<file path="config.mk">
export PLATFORM = sky130hd
export DESIGN_NAME = sysex_msb_group_encoder_top
export DESIGN_NICKNAME = d
export VERILOG_FILES = /design/src/rtl/core/sme_pkg.sv /design/src/rtl/core/sme_front.sv /design/src/rtl/core/sme_queue.sv /design/src/rtl/core/sme_back.sv /design/src/rtl/core/sysex_msb_group_encoder_top.sv
export SDC_FILE = /design/constraint.sdc
export NUM_CORES = 1
export LEC_CHECK = 0
export ABC_AREA = 0
export BUFFER_PORTS_ARGS = -buffer_cell sky130_fd_sc_hd__buf_2
export CAP_MARGIN = 20
export CORE_MARGIN = 4
export CORE_UTILIZATION = 61
export CTS_BUF_LIST = sky130_fd_sc_hd__clkbuf_4 sky130_fd_sc_hd__clkbuf_8
export CTS_CLUSTER_SIZE = 28
export DETAILED_ROUTE_END_ITERATION = 16
export PLACE_DENSITY_LB_ADDON = 0.1
export SLEW_MARGIN = 20
export SYNTH_ARGS = -nofsm -noshare
export SYNTH_HDL_FRONTEND = slang
export SYNTH_HIERARCHICAL = 1
export SYNTH_SLANG_ARGS = --single-unit
</file>
<file path="constraint.sdc">
create_clock -name clk -period 13.2 [get_ports clk]
set_input_delay 1.98 -clock clk [delete_from_list [all_inputs] [get_ports clk]]
set_output_delay 1.98 -clock clk [all_outputs]
set_load 0.01 [all_outputs]
</file>
<file path="src/rtl/core/sme_pkg.sv">
// ----------------------------------------------------------------------------
// sme_pkg
// Types and constants for the sysex msb-group encoder.
// ----------------------------------------------------------------------------
package sme_pkg;

  localparam int unsigned GROUP_SIZE = 7;
  localparam int unsigned POS_W      = 3;
  localparam logic [6:0]  LOW7_MASK  = 7'h7f;
  localparam logic [7:0]  TOP_BIT    = 8'h80;

  typedef struct packed {
    logic [7:0] data_byte;
    logic       last_byte;
  } in_item_t;

  typedef struct packed {
    logic [6:0] out_byte;
    logic       is_header;
    logic       run_last;
    logic       message_end;
  } out_item_t;

  // one closed group waiting to be sent
  typedef struct packed {
    logic [GROUP_SIZE-1:0][6:0] data;
    logic [6:0]                 top_bits;
    logic [POS_W-1:0]           count;
    logic                       last;
  } group_t;

  typedef struct packed {
    logic full;
    logic empty;
  } queue_status_t;

endpackage

</file>
<file path="src/rtl/core/sme_front.sv">
// ----------------------------------------------------------------------------
// sme_front
// Gathers input bytes into a group and hands closed groups to the queue.
// ----------------------------------------------------------------------------
module sme_front
  import sme_pkg::*;
(
  input  logic          clk,
  input  logic          rst_n,
  input  logic          in_valid,
  output logic          in_stall,
  input  in_item_t      in_data,
  input  queue_status_t q_status,
  output logic          push,
  output group_t        push_group
);

  logic [GROUP_SIZE-1:0][6:0] store_r, store_nxt;
  logic [6:0]                 top_bits_r, top_bits_nxt;
  logic [POS_W-1:0]           fill_count_r, fill_count_nxt;

  logic             accept;
  logic             out_of_range;
  logic [POS_W-1:0] pos;
  logic [6:0]       top_base;
  logic [6:0]       new_top;
  logic             closes;

  assign in_stall     = q_status.full;
  assign accept       = in_valid && !in_stall;
  assign out_of_range = (fill_count_r >= POS_W'(GROUP_SIZE));
  assign pos          = out_of_range ? '0 : fill_count_r;
  assign top_base     = out_of_range ? '0 : top_bits_r;
  assign new_top      = top_base |
                        (((in_data.data_byte & TOP_BIT) != 8'h00) ? (7'd1 << pos) : 7'd0);
  assign closes       = (pos == POS_W'(GROUP_SIZE - 1)) || in_data.last_byte;

  always_comb begin
    for (int i = 0; i < GROUP_SIZE; i++) begin
      if (POS_W'(i) == pos) begin
        push_group.data[i] = in_data.data_byte[6:0] & LOW7_MASK;
      end else begin
        push_group.data[i] = store_r[i];
      end
    end
    push_group.top_bits = new_top;
    push_group.count    = pos + POS_W'(1);
    push_group.last     = in_data.last_byte;
  end

  assign push = accept && closes;

  always_comb begin
    store_nxt      = store_r;
    top_bits_nxt   = top_bits_r;
    fill_count_nxt = fill_count_r;
    if (accept) begin
      store_nxt[pos] = in_data.data_byte[6:0];
      if (closes) begin
        top_bits_nxt   = '0;
        fill_count_nxt = '0;
      end else begin
        top_bits_nxt   = new_top;
        fill_count_nxt = pos + POS_W'(1);
      end
    end
  end

  always_ff @(posedge clk) begin
    store_r <= store_nxt;
    if (!rst_n) begin
      top_bits_r   <= '0;
      fill_count_r <= '0;
    end else begin
      top_bits_r   <= top_bits_nxt;
      fill_count_r <= fill_count_nxt;
    end
  end

endmodule

</file>
<file path="src/rtl/core/sme_queue.sv">
// ----------------------------------------------------------------------------
// sme_queue
// Two-entry queue of closed groups between front and back.
// ----------------------------------------------------------------------------
module sme_queue
  import sme_pkg::*;
(
  input  logic          clk,
  input  logic          rst_n,
  input  logic          push,
  input  group_t        push_group,
  input  logic          pop,
  output group_t        head,
  output queue_status_t status
);

  group_t [1:0] entry_r;
  logic         wr_ptr_r, wr_ptr_nxt;
  logic         rd_ptr_r, rd_ptr_nxt;
  logic [1:0]   count_r, count_nxt;

  assign head         = entry_r[rd_ptr_r];
  assign status.full  = (count_r == 2'd2);
  assign status.empty = (count_r == 2'd0);

  always_comb begin
    wr_ptr_nxt = push ? ~wr_ptr_r : wr_ptr_r;
    rd_ptr_nxt = pop ? ~rd_ptr_r : rd_ptr_r;
    count_nxt  = count_r + {1'b0, push} - {1'b0, pop};
  end

  always_ff @(posedge clk) begin
    if (push) begin
      entry_r[wr_ptr_r] <= push_group;
    end
    if (!rst_n) begin
      wr_ptr_r <= 1'b0;
      rd_ptr_r <= 1'b0;
      count_r  <= '0;
    end else begin
      wr_ptr_r <= wr_ptr_nxt;
      rd_ptr_r <= rd_ptr_nxt;
      count_r  <= count_nxt;
    end
  end

endmodule

</file>
<file path="src/rtl/core/sme_back.sv">
// ----------------------------------------------------------------------------
// sme_back
// Sends the header and data bytes of each queued group through an output
// register.
// ----------------------------------------------------------------------------
module sme_back
  import sme_pkg::*;
(
  input  logic          clk,
  input  logic          rst_n,
  input  group_t        head,
  input  queue_status_t q_status,
  output logic          pop,
  output logic          out_valid,
  input  logic          out_stall,
  output out_item_t     out_data
);

  logic [POS_W-1:0] idx_r, idx_nxt;
  logic             out_valid_r, out_valid_nxt;
  out_item_t        out_data_r, out_data_nxt;

  logic             emit;
  logic             final_byte;
  logic [POS_W-1:0] sel;

  assign emit       = !q_status.empty && (!out_valid_r || !out_stall);
  assign final_byte = (idx_r != '0) && (idx_r == head.count);
  assign sel        = idx_r - POS_W'(1);
  assign pop        = emit && final_byte;

  always_comb begin
    if (idx_r == '0) begin
      out_data_nxt.out_byte    = head.top_bits;
      out_data_nxt.is_header   = 1'b1;
      out_data_nxt.run_last    = 1'b0;
      out_data_nxt.message_end = 1'b0;
    end else begin
      out_data_nxt.out_byte    = head.data[sel];
      out_data_nxt.is_header   = 1'b0;
      out_data_nxt.run_last    = final_byte;
      out_data_nxt.message_end = final_byte && head.last;
    end
  end

  always_comb begin
    idx_nxt = idx_r;
    if (emit) begin
      idx_nxt = final_byte ? '0 : idx_r + POS_W'(1);
    end
    if (emit) begin
      out_valid_nxt = 1'b1;
    end else if (out_stall) begin
      out_valid_nxt = out_valid_r;
    end else begin
      out_valid_nxt = 1'b0;
    end
  end

  always_ff @(posedge clk) begin
    if (emit) begin
      out_data_r <= out_data_nxt;
    end
    if (!rst_n) begin
      idx_r       <= '0;
      out_valid_r <= 1'b0;
    end else begin
      idx_r       <= idx_nxt;
      out_valid_r <= out_valid_nxt;
    end
  end

  assign out_valid = out_valid_r;
  assign out_data  = out_data_r;

endmodule

</file>
<file path="src/rtl/core/sysex_msb_group_encoder_top.sv">
// ----------------------------------------------------------------------------
// sysex_msb_group_encoder_top
// Packs 8-bit message bytes into 7-bit sysex-safe bytes, msb-group scheme.
// ----------------------------------------------------------------------------
// header path: closing byte -> queue entry -> output register
// throughput: one input byte per cycle while the queue is not full, one output
//   byte per cycle from the back end while out_stall is low; a full group of
//   7 bytes gives 8 output bytes, so the single output byte port sets the pace
// reset: synchronous active-low, clears open group, queue and output valid
// ----------------------------------------------------------------------------
module sysex_msb_group_encoder_top
  import sme_pkg::*;
(
  input  logic      clk,
  input  logic      rst_n,
  input  logic      in_valid,
  output logic      in_stall,
  input  in_item_t  in_data,
  output logic      out_valid,
  input  logic      out_stall,
  output out_item_t out_data
);

  queue_status_t q_status;
  logic          push;
  logic          pop;
  group_t        push_group;
  group_t        head;

  sme_front u_front (
    .clk        (clk),
    .rst_n      (rst_n),
    .in_valid   (in_valid),
    .in_stall   (in_stall),
    .in_data    (in_data),
    .q_status   (q_status),
    .push       (push),
    .push_group (push_group)
  );

  sme_queue u_queue (
    .clk        (clk),
    .rst_n      (rst_n),
    .push       (push),
    .push_group (push_group),
    .pop        (pop),
    .head       (head),
    .status     (q_status)
  );

  sme_back u_back (
    .clk       (clk),
    .rst_n     (rst_n),
    .head      (head),
    .q_status  (q_status),
    .pop       (pop),
    .out_valid (out_valid),
    .out_stall (out_stall),
    .out_data  (out_data)
  );

endmodule

</file>
# Word level (Yosys, flattened, before mapping)
# Cells that the tools add are included.
# Widths: inputs -> output; s select.
# word_totals
reg_bits	197
input_bits	13
out_inout_bits	12
# op_classes
addsub	5
order_cmp	7
n_eq_ne	10
shift	1
mux	26
n_bitwise	3
reduce_logical	18
# op_table
op	n
$mux 60	3
$bwmux 120	1
$mux 7	12
$demux 60 s1	1
$bwmux 49	1
$bmux 7 s3	1
$demux 7 s3	1
$mux 10	1
$eq 3x3->1 const A	3
$mux 3	3
$logic_and 1x1->1	8
$lt 3x4->1 const B	2
$or 7x7->7	1
$shl 1x3->7 const A	1
$add 3x1->3 const B	2
$eq 2x3->1 const A	2
$logic_not 3->1	2
$logic_not 1->1	4
$lt 1x2->1 const B	2
$eq 1x3->1 const A	1
$eq 3x3->1	1
$eq 3x3->1 const B	1
$ge 3x1->1 const B	1
$ge 3x3->1 const B	1
11 further kinds	14

# Depth between registers and ports, before layout
# depth
word_depth	7
ltp_mapped	11

# Hierarchy
# Netlist, hierarchy kept.
# modules_own_cells
module	n_inst	cells_per_inst	area_per_inst_um2
sme_queue	1	206	4834.6
sme_front	1	210	2856.5
sme_back	1	119	1097.3

# Least setup slack after synthesis
# OpenSTA, ideal clock, no wires.
# synth_path
path_kind	input to register
from	input port in_valid
to	register u_queue/entry_r[0] (netlist bit) (enable)
arrival_ns	5.298
required_time_ns	12.714
path_slack_ns	7.416
cell_stages	5
path_buffers	2
cell_sequence	nand2b_1 -> clkbuf_1 -> buf_2 -> a21oi_1 -> nor2b_1
# synth_via
elab_chain_len	2
# synth_lines
element	line_no	text
from (decl)	sysex_msb_group_encoder_top.sv:16	input logic in_valid,
$logic_and 1x1->1	sme_front.sv:30	assign accept = in_valid && !in_stall;
$logic_and 1x1->1	sme_front.sv:51	assign push = accept && closes;
net push	sysex_msb_group_encoder_top.sv:25	logic push;
to (signal, indexed assignment)	sme_queue.sv:34	entry_r[wr_ptr_r] <= push_group;
to (decl)	sme_queue.sv:17	group_t [1:0] entry_r;
# The timed path passes the listed nets, and every way through them passes these cells.
# A chain may end at the register's enable or synchronous reset.

# Worst setup path in the final report
# layout_path
from	input port in_valid
to	register u_queue/entry_r[69] (netlist bit) (enable)
# Same word-level chain as after synthesis.

==> reports/results.tsv <==
metric	value	unit
status	finished, final reports clean	
post-route setup TNS	0	ps
element type at the critical path start	primary input	
max-slew violations	0	
worst slew pin tran	1070	ps
max cap viols	0	
fin util	66.8	%
post_cts resized	0	
synthesized cell area	8790	um2
Post-DRT Antenna Nets	0	
synth unique cells	56	
WHS	483	ps
number of flops mapped to enable cells by yosys	179	
crit-path max FO	52	
H-tree Lvls	4	
Final Critical Period	3880	ps
layout net count	572	
TritonCTS Buffers	17	
ys async rst share	0	%
sequential fraction of design power	58.3	%
WL final	15100	um
first-pass GRT wire length	23900	um
syn_nets	554	
largest net degree at the start of global routing	62	
Slowest-stage cell, CP	buf_4	
PD cells	131	nW/um2
Synth area leader	edfxtp_1	
layout cell share with drive strength beyond 1	35.2	%
WP buf/inv	2	
gpl congestion	0.787	
count of final setup violators	0	
switching share of total power	23.3	%
row count	43	
Final Non-Filler Cells	746	
most common cell in the netlist	edfxtp_1	
Final HPWL DP	9600	um
clock power share	32.3	%
net switching power	0.285	mW
crit-path cells	buf_2 -> nand2b_1 -> a21oi_1 -> and2_2 -> buf_4	
Area growth syn-to-layout	6.34	%
core area	14000	um2
GRT overflow	0	
vias in the first global route	4462	
num ports	25	
count of state elements after synthesis	197	
Initial Utilization	62.8	%
Port Buf Inserts	24	
post-CTS setup buffer count	0	
Avg Cell Area, Syn	16.4	um2
post-placement cell count	714	
# fillers	980	
Design Power	1.22	mW
Leak	3.21	nW
FF-to-FF setup slack	9640	ps
Total GRT Usage	19.4	%
Die X	128	um
Hold Buf Count CTS	0	
Final Hold Fails	0	
Iter 0 DRT Violations	359	
Yosys warnings	6	
initial antenna violation count	0	
top-area cell type share of the netlist area	61.2	%
Die ar.	16400	um2
via count	4404	
sequential area share after synthesis	65.3	%
FMAX	258	MHz
CP delay by family, top	simple AND/OR/NAND/NOR gates	
routed length per instance	20.3	um
CP Class	in2reg	
Critical Path RT	13300	ps
Ant. Diodes	0	
post-synthesis cell count	535	
CP Data Arrival Time	3970	ps
Synth top cells by count	edfxtp_1, mux2_2, mux2_4, nand2_1, dfxtp_1	
Slew HR	28.4	%
clk_lat worst skew	460	ps
Clock Tree Root	clkbuf_8	
endpoint class of the critical path	register	
vias per cell	5.90	
IR drop worst, VDD	0.0000984	V
RSZ-0062 raised after global routing	false	
commonest register cell after synthesis	edfxtp_1	
clk slew on worst S/H paths	90	ps
CTS tree	done	
clock tree buffer depth	2	
DRC viols	0	
Die Y	128	um
Int Pwr	0.938	mW
Tcrit/Tclk final	29.4	%
hold crit path type	reg2reg	
share of power burned in combinational logic	9.4	%
Detailed Routing Iterations Pass 1	5	
slowest cell delay on critical path	610	ps
Synth area leaders	edfxtp_1, mux2_4, mux2_2	
CTS Sinks	197	
Clock Skew	8.76	ps
## placed cells by master (no fill, tap or decap), types with 2 or more instances in the layout
cell / instances
edfxtp_1: 179
dfxtp_1: 17
o211ai_1: 2
and3_1: 2
mux2_4: 60
nor2b_1: 6
ha_1: 6
nand2b_1: 2
mux2i_1: 7
bufinv_16: 3
buf_4: 7
buf_2: 24
inv_1: 15
or3_1: 2
xor2_1: 4
and2_2: 3
a21boi_0: 6
clkinv_1: 2
a31oi_1: 17
clkbuf_8: 17
nand2_1: 22
nand3_1: 4
and2_1: 4
nor3_4: 2
a21oi_1: 12
mux2_2: 63
a32o_1: 2
and3b_1: 2
o21ai_0: 9
clkinv_2: 3
inv_6: 5
nor3_1: 2
nand3b_1: 2
nor4_1: 3
nor2_1: 17
a211oi_1: 7
o21a_1: 2
## power by group through the flow
stage | clock, mW | combinational, mW | sequential, mW
5_1_grt | 0.431 | 0.125 | 0.716
3_3_place_gp | 0 | 0.113 | 0.727
2_1_floorplan | 0 | 0.0835 | 0.724
3_5_place_dp | 0 | 0.115 | 0.728
6_report | 0.395 | 0.115 | 0.713
4_1_cts | 0.404 | 0.116 | 0.713
## flip-flops by register name, summed over array words and instances (netlist names)
name	count
u_back/idx_r	3
u_back/out_data	10
u_back/out_valid	1
u_front/fill_count_r	3
u_front/store_r	49
u_front/top_bits_r	7
u_queue/count_r	2
u_queue/entry_r	120
u_queue/rd_ptr_r	1
u_queue/wr_ptr_r	1
## per-layer routing
layer / GRT usage, % / share of wire [%] / vias up
met4: 6.55 / 1.3 / 0
met5: 0 / 0 / -
met2: 32.0 / 50 / 114
li1: - / - / 2074
met3: 4.00 / 4.8 / 17
met1: 26.0 / 44 / 2199
## layout make-up
cell class	instances	area [um2]	share of cell area, %
Timing Repair Buffer	31	173	1.85
Inverter	16	62.6	0.669
Sequential cell	197	5740	61.4
Clock buffer	17	234	2.50
Tap cell	180	225	2.41
Multi-Input combinational cell	290	2740	29.3
Clock inverter	15	175	1.87
## worst min-delay path: stages (launching register included)
cell	delay (ps)
dfxtp_1	320
inv_1	80
nor2_1	50
## stage by stage
stage                     setup WS, ps  cell area, um2
after floorplan                   7420            8790
after global placement            8930            8940
after detailed placement          8840            8940
after CTS                         9360            9350
after global routing              9180            9350
final                             9320            9350
## final timing paths
kind | end | from | cells after the start
max | u_queue/entry_r[69] | in_valid | 5
min | u_front/top_bits_r[6] | u_front/top_bits_r[6] | 2
max reg2reg | u_queue/entry_r[69] | u_front/fill_count_r[1] | 4
min reg2reg | u_front/top_bits_r[6] | u_front/top_bits_r[6] | 2
## kinds of logic after synthesis
kind of cell               count (synthesis)  synth area share [%]
AOI/OAI and AO/OA                         64                  4.74
xor gates and xnor gates                   6                 0.755
adders and majority gates                  6                 0.854
buffers and inverters                     48                  3.79
DFF                                      197                  65.3
muxes                                    130                  19.1
and+or+nand+nor                           84                  5.48
(Power assumes the default switching activity.)
